**src/sv/pcm_pkg.sv**
```systemverilog
// Shared constants, command/status structs and multiplier op codes for the
// population central moments block. No dependencies.
package pcm_pkg;

    localparam int COUNT_BITS = 16;
    localparam int CNT_W      = 16;
    localparam logic [CNT_W-1:0] COUNT_LIMIT = CNT_W'((64'd1 << COUNT_BITS) - 64'd1);

    localparam int FIT_W  = 12;
    localparam int MUT_W  = 8;
    localparam int MEAN_W = 12;
    localparam int R2_W   = 24;
    localparam int R3_W   = 36;
    localparam int R4_W   = 48;

    localparam int VAR_W = 26;
    localparam int C3_W  = 40;
    localparam int C4_W  = 52;
    localparam int MOM_W = 56;

    localparam int DIV_W     = 64;
    localparam int DIV_STEPS = DIV_W;
    localparam int STEP_W    = $clog2(DIV_STEPS);
    localparam int NUM_DIV   = 8;
    localparam int SEL_W     = $clog2(NUM_DIV);

    localparam int MUL_A_W = 36;
    localparam int MUL_B_W = 24;

    localparam int S_TDATA_W = 24;
    localparam int M_TDATA_W = 280;

    // quotient slots, in divider order
    localparam logic [SEL_W-1:0] SEL_FM  = 3'd0;
    localparam logic [SEL_W-1:0] SEL_FR2 = 3'd1;
    localparam logic [SEL_W-1:0] SEL_FR3 = 3'd2;
    localparam logic [SEL_W-1:0] SEL_FR4 = 3'd3;
    localparam logic [SEL_W-1:0] SEL_MM  = 3'd4;
    localparam logic [SEL_W-1:0] SEL_MR2 = 3'd5;
    localparam logic [SEL_W-1:0] SEL_MR3 = 3'd6;
    localparam logic [SEL_W-1:0] SEL_MR4 = 3'd7;

    typedef enum logic [2:0] {
        MUL_M2,
        MUL_M3,
        MUL_M4,
        MUL_P1,
        MUL_P2,
        MUL_P3
    } mul_op_t;

    typedef struct packed {
        logic             div_load;
        logic             div_step;
        logic             div_store;
        logic [SEL_W-1:0] div_sel;
        logic             mul_en;
        mul_op_t          mul_op;
        logic             side;
        logic             comb_en;
        logic             out_load;
    } pcm_cmd_t;

    typedef struct packed {
        logic pipe_busy;
        logic cnt_zero;
        logic out_free;
    } pcm_stat_t;

endpackage

```
**src/sv/pcm_ctrl.sv**
```systemverilog
// Sequencer for the moments block: accumulate, drain, divide, multiply,
// combine, hand off. Depends on pcm_pkg.
module pcm_ctrl (
    input  logic              aclk,
    input  logic              aresetn,
    input  logic              s_tvalid,
    input  logic              s_tlast,
    output logic              s_tready,
    input  pcm_pkg::pcm_stat_t stat,
    output pcm_pkg::pcm_cmd_t  cmd
);
    import pcm_pkg::*;

    typedef enum logic [2:0] {
        ST_ACCUM,
        ST_DRAIN,
        ST_DIV_LOAD,
        ST_DIV_RUN,
        ST_DIV_STORE,
        ST_MUL,
        ST_COMB,
        ST_WAIT_OUT
    } state_t;

    state_t            state_reg, state_next;
    logic [STEP_W-1:0] step_reg, step_next;
    logic [SEL_W-1:0]  sel_reg, sel_next;
    mul_op_t           op_reg, op_next;
    logic              side_reg, side_next;
    logic              ready_reg;
    logic              in_acc;

    assign in_acc   = s_tvalid && ready_reg;
    assign s_tready = ready_reg;

    always_comb begin
        state_next = state_reg;
        step_next  = step_reg;
        sel_next   = sel_reg;
        op_next    = op_reg;
        side_next  = side_reg;
        case (state_reg)
            ST_ACCUM: begin
                if (in_acc && s_tlast) begin
                    state_next = ST_DRAIN;
                end
            end
            ST_DRAIN: begin
                if (!stat.pipe_busy) begin
                    sel_next   = '0;
                    state_next = stat.cnt_zero ? ST_WAIT_OUT : ST_DIV_LOAD;
                end
            end
            ST_DIV_LOAD: begin
                step_next  = '0;
                state_next = ST_DIV_RUN;
            end
            ST_DIV_RUN: begin
                step_next = step_reg + 1'b1;
                if (step_reg == STEP_W'(DIV_STEPS - 1)) begin
                    state_next = ST_DIV_STORE;
                end
            end
            ST_DIV_STORE: begin
                if (sel_reg == SEL_W'(NUM_DIV - 1)) begin
                    op_next    = MUL_M2;
                    side_next  = 1'b0;
                    state_next = ST_MUL;
                end else begin
                    sel_next   = sel_reg + 1'b1;
                    state_next = ST_DIV_LOAD;
                end
            end
            ST_MUL: begin
                case (op_reg)
                    MUL_M2:  op_next = MUL_M3;
                    MUL_M3:  op_next = MUL_M4;
                    MUL_M4:  op_next = MUL_P1;
                    MUL_P1:  op_next = MUL_P2;
                    MUL_P2:  op_next = MUL_P3;
                    default: state_next = ST_COMB;
                endcase
            end
            ST_COMB: begin
                if (side_reg) begin
                    state_next = ST_WAIT_OUT;
                end else begin
                    side_next  = 1'b1;
                    op_next    = MUL_M2;
                    state_next = ST_MUL;
                end
            end
            ST_WAIT_OUT: begin
                if (stat.out_free) begin
                    state_next = ST_ACCUM;
                end
            end
            default: state_next = ST_ACCUM;
        endcase
    end

    always_ff @(posedge aclk) begin
        if (!aresetn) begin
            state_reg <= ST_ACCUM;
            step_reg  <= '0;
            sel_reg   <= '0;
            op_reg    <= MUL_M2;
            side_reg  <= 1'b0;
            ready_reg <= 1'b0;
        end else begin
            state_reg <= state_next;
            step_reg  <= step_next;
            sel_reg   <= sel_next;
            op_reg    <= op_next;
            side_reg  <= side_next;
            ready_reg <= (state_next == ST_ACCUM);
        end
    end

    always_comb begin
        cmd.div_load  = (state_reg == ST_DIV_LOAD);
        cmd.div_step  = (state_reg == ST_DIV_RUN);
        cmd.div_store = (state_reg == ST_DIV_STORE);
        cmd.div_sel   = sel_reg;
        cmd.mul_en    = (state_reg == ST_MUL);
        cmd.mul_op    = op_reg;
        cmd.side      = side_reg;
        cmd.comb_en   = (state_reg == ST_COMB);
        cmd.out_load  = (state_reg == ST_WAIT_OUT) && stat.out_free;
    end

endmodule

```
**config.mk**
```make
export PLATFORM = sky130hd
export DESIGN_NAME = pcm_ctrl
export DESIGN_NICKNAME = d
export VERILOG_FILES = /design/src/sv/pcm_pkg.sv /design/src/sv/pcm_ctrl.sv
export SDC_FILE = /design/constraint.sdc
export NUM_CORES = 1
export LEC_CHECK = 0
export BUFFER_PORTS_ARGS = -buffer_cell sky130_fd_sc_hd__clkbuf_2
export CORE_ASPECT_RATIO = 1.1
export CORE_UTILIZATION = 27
export DETAILED_ROUTE_END_ITERATION = 6
export SLEW_MARGIN = 30
export SYNTH_ARGS = -nofsm -noshare
export SYNTH_HDL_FRONTEND = slang
export SYNTH_SLANG_ARGS = --single-unit
```
**constraint.sdc**
```tcl
create_clock -name aclk -period 2 [get_ports aclk]
set_clock_uncertainty 0.2 [all_clocks]
set_input_delay 0.5 -clock aclk [delete_from_list [all_inputs] [get_ports aclk]]
set_output_delay 0.5 -clock aclk [all_outputs]
set_load 0.01 [all_outputs]
```
# After elaboration in Yosys (flattened, before gate mapping)
# Index checks and enable logic that the tools add are counted.
[classes]
addsub = 2
n_reduce_logical = 14
muxes = 19
eq_ne = 18
[op_table]
columns = ["op", "n"]
rows = [
  ["3-bit 2-to-1 mux", 11],
  ["3-bit one-hot mux with 8 select lines", 1],
  ["3-bit equality test (second input constant)", 6],
  ["3-bit one-hot mux with 5 select lines", 1],
  ["3-bit by 2-bit equality test with 1-bit output (second input constant)", 4],
  ["6-bit one-hot mux with 2 select lines", 1],
  ["3-bit logical NOT", 3],
  ["3-bit one-hot mux with 3 select lines", 1],
  ["6-bit by 1-bit adder with 6-bit output (second input constant)", 1],
  ["3-bit by 1-bit equality test with 1-bit output (second input constant)", 2],
  ["6-bit equality test (second input constant)", 1],
  ["2-bit inequality test (second input constant)", 3],
  ["6-bit by 1-bit inequality test with 1-bit output (second input constant)", 1],
  ["3-bit one-hot mux with 2 select lines", 1],
  ["2-bit nonzero test", 3],
  ["5-bit OR reduction", 1],
  ["4-bit AND reduction", 1],
  ["3-bit by 1-bit adder with 3-bit output (second input constant)", 1],
  ["1-bit logical AND", 3],
  ["3-bit AND reduction", 1],
  ["3-bit nonzero test", 1],
  ["2-bit 2-to-1 mux", 1],
  ["2-bit by 1-bit inequality test with 1-bit output (second input constant)", 1],
  ["1-bit one-hot mux with 2 select lines", 1],
  ["other kinds (2)", 2],
]
[totals]
output_inout_bits = 14
ff_bits = 17

# Depth between registers and ports, before layout
[depth]
word_depth = 5
mapped_depth = 6
ltp_nobuf = 6

# Worst setup path after synthesis
# OpenSTA, ideal clock, no wires.
[synth_timing]
path_kind = "register to register"
start = "register sel_reg[0]"
end = "register sel_reg[0]"
required_time_ps = 1672
path_buffers = 0
stages_incl_launch_ff = 7
arrival_time_ps = 1543
period_less_slack_ps = 1871
setup_slack_ps = 129
cell_sequence = "dfxtp_1 ha_1 ha_1 or3b_1 a21oi_2 mux2i_1 nor2_1"
[synth_via]
elab_chain_cells = 3
[synth_rtl]
columns = ["item", "line", "text"]
rows = [
  ["start: declaration", "pcm_ctrl.sv:27", "logic [SEL_W-1:0] sel_reg, sel_next;"],
  ["start signal: assignment", "pcm_ctrl.sv:113", "sel_reg <= sel_next;"],
  ["3-bit by 1-bit adder with 3-bit output / 3-bit equality test (equally long branches)", "pcm_ctrl.sv:70, pcm_ctrl.sv:65", ""],
  ["3-bit 2-to-1 mux / 2-bit inequality test (equally long branches)", "--", ""],
  ["3-bit one-hot mux with 2 select lines / 3-bit AND reduction (equally long branches)", "--", ""],
]
# Parallel ways exist; a longest one is shown, timed or not. The select of a mux whose other input is x is not followed.
# A chain may end at the register's enable or synchronous reset.

==> impl.org <==
** Run status
- Outcome :: completed

** Cells and area
- Number of diodes :: 0
- Of the cells placed in the final design, the portion with a size suffix greater than 1 is 33.1%.
- After routing the design area is between 1000 and 1500 um^2.
- Fin nets :: 168
- Flip-flop count of the largest register after layout :: 6
- Fillcell total :: 391
- From synthesis to final layout, the design area changed by 22.3%.
- Cells fill 35.1% of the core in the end.
- Final Instance Count excl. Fillers :: 207

** STA
- Max-slew violation count :: 0
- For the pin with the worst max-slew slack, the measured transition is about 0.47 ns.
- The smallest clock period supported by the final layout is computed as 1.96 ns.
- Setup violations remaining at the end of the flow were counted as 0.
- Rel. slew slack :: 69.0%
- Fin. Hold Viols :: 0
- Portion of the clock cycle consumed by the worst path in the final layout :: a little over nine tenths
- Highest achievable clock rate :: 511 MHz

** Place
- At the end of routability-driven placement, the weighted congestion stood at 0.808.
- Placed Cells :: 203
- Once placement finished, the instance area stood at roughly 1200 um^2.
- Count of input and output buffers :: 20
- The wire-length estimate of the detail-placed layout is 1.80 mm.

** Power
- Power spread over the standard cell area amounts to 840 nW/um^2.
- Cell leakage power :: about 0.53 nW
- Worst voltage drop across the vdd grid :: 262 uV

** Critical path
- STA puts the critical path data arrival time at 1.26 ns.
- The largest single stage delay on the critical path is about 0.40 ns.
- On the critical path, the stage with the largest delay is an instance of sky130_fd_sc_hd__dfxtp_4.
- On the critical path the largest part of the delay comes from simple AND/OR/NAND/NOR gates.
- STA classifies the critical path endpoint as a primary output.
- Counting both buffers and inverters, the worst setup path holds a total of 1.
- Critical path launch point type :: register
- Worst Path Class, Setup :: reg2out
- In this run the worst path has a maximum fanout of 10.
- Required time at the endpoint of the critical path :: 1.30 ns
- Critical path, cell by cell :: or2b_1, nor2_1, clkbuf_2

** Routing
- Dividing the detail-routed via count by the number of cells gives approximately 4.9.
- DRC viols :: 0
- Antenna violation net count after detailed routing :: 0
- Detailed router's first-iteration violation count :: 76
- The final route contains just over 1000 vias.
- The pre-antenna-repair detailed-routing pass consisted of 4 iterations.
- Wire length per cell :: 11.5 um
- For this block, the routed nets add up to ~2.4 mm of wire.

** Synth
- Gate count after technology mapping :: 131
- Most used standard cell by instance count after synthesis :: sky130_fd_sc_hd__nor2_1
- Each instance of the synthesized netlist takes up on average 8.14 um^2.
- The synthesized design contains 0 enable-type register cells.
- When the netlist entered floorplanning its net count stood at 141.
- Yosys top cell area share :: about a third
- By area the synthesized netlist is led by sky130_fd_sc_hd__dfxtp_1 32%, sky130_fd_sc_hd__nor2_1 6.7%, sky130_fd_sc_hd__a21oi_1 4.7%.
- Number of different library cells in the post-synthesis netlist :: between 40 and 50
- For this run, the number of Yosys warnings is 0.
- In this run the cell area of the synthesized design comes to 1070 um^2.
- Counting flops and latches in the post-synthesis netlist gives 17.
- For this run, the leading register cell type out of synthesis is sky130_fd_sc_hd__dfxtp_1.
- Most frequent cells after synthesis :: 19 x sky130_fd_sc_hd__nor2_1, 17 x sky130_fd_sc_hd__dfxtp_1, 10 x sky130_fd_sc_hd__a21oi_1
- Largest area contributor in the synthesized netlist :: sky130_fd_sc_hd__dfxtp_1
- After synthesis, the share of flip-flops with an asynchronous set or reset is 0%.
- Portion of the post-synthesis area used by sequential elements :: 31.9%

** Floorplanning
- The floorplan step set the die height to just under 70 um.
- Io pins :: 21
- Number of rows in the core area :: 23
- Die area :: roughly 4200 um^2
- Initial standard-cell utilization of the core :: 28.7%
- Die boundary width :: between 60 and 70 um
- After floorplanning, the core was sized to cover between 3000 and 4000 um^2.

** Clock tree
- Total clock buffers created by CTS :: 3
- # hold bufs at CTS :: 0
- Clock-pin slew was measured on the worst setup and hold paths at about 0.07 ns.
- For the worst-skew pair, the clock arrives at the later sink with an insertion delay of roughly 0.25 ns.
- Root buf cell :: sky130_fd_sc_hd__clkbuf_8
- CTS built an H-tree with a depth of 1.
- The clock net in this run drives a total of 17 sinks.
- Clock tree from TritonCTS :: done
- Maximum clock path buffer count :: 2

** Run
- Number of maximum-capacitance violations :: 0

** Min path
- The worst hold path belongs to the class reg2reg.

** GRT
- The total overflow left after global routing is 0.
- Initial antenna violation count :: 0
- Wire length of the first global-routing pass :: 3.78 mm
- Number of global-route vias before repair :: around 900
- Gr usage total :: 11.9%
- Entering global routing, the biggest net connects 14 pins.
## through the flow
stage                     total power, W  setup slack [ns]  setup TNS (ns)  hold slack, ns
after floorplan                 0.000729             0.129               0           0.271
after global placement          0.000831             0.154               0           0.275
after detailed placement        0.000826             0.123               0           0.290
final                            0.00109            0.0420               0           0.298
after CTS                        0.00110            0.0224               0           0.303
after global routing             0.00117          -0.00107        -0.00152           0.325
## layout by cell type, fill, tap and decap left out, drive strengths merged, types with 3 or more instances in the layout
cell type  instances
clkbuf            24
nor2              19
dfxtp             17
buf               11
a21oi             11
o21ai              9
nand2              8
nor3               7
nand3              6
inv                5
nand2b             4
and2               3
ha                 3
a211oi             3
## report_power, final
part           internal (W)  switching (W)
sequential         0.000372      0.0000513
clock              0.000141       0.000122
combinational      0.000187       0.000220
## cell type report
| type | count | area [um^2] | share of cell area [%] |
|---|---|---|---|
| Timing Repair Buffer | 31 | 183 | 14.0 |
| Inverter | 5 | 18.8 | 1.44 |
| Clock buffer | 4 | 45.0 | 3.45 |
| Sequential cell | 17 | 347 | 26.6 |
| Multi-Input combinational cell | 100 | 648 | 49.7 |
| Tap cell | 50 | 62.6 | 4.80 |
## metal layers
metal / track usage [%] / routed length [um]
met3: 1.89 / 71
met1: 14.9 / 1150
met4: 4.44 / 28
met5: 0 / 0
met2: 20.3 / 1130
## logic make-up (layout without fill, tap and decap cells)
family                   after synthesis  after routing  share of synthesized area (%)
AO/OA/AOI/OAI                         35             35                           23.6
adder cells (fa/ha/maj)                3              3                           3.52
buffers and inverters                 14             40                           7.98
flip-flops                            17             17                           31.9
multiplexers                           2              2                           2.00
AND/OR/NAND/NOR                       60             60                           31.0
## what timing repair did
action	CTS	global route
setup endpoints to repair	5	4
pin swaps	0	1
buffers inserted	0	0
gates resized for setup	2	4
## final timing paths
check	startpoint	cells after the start	slack, ns	endpoint
min reg2reg	sel_reg[2]	2	0.30	sel_reg[2]
max	state_reg[2]	3	0.04	cmd[1]
min	sel_reg[2]	2	0.30	sel_reg[2]
max reg2reg	sel_reg[1]	6	0.12	sel_reg[0]
## tightest hold or removal path: cells and delay by family, from the launching register on
family           cells  cell delay [ns]
AO/OA/AOI/OAI        1             0.06
flip-flops           1             0.33
AND/OR/NAND/NOR      1             0.07
Power figures use the tool's default switching activity.
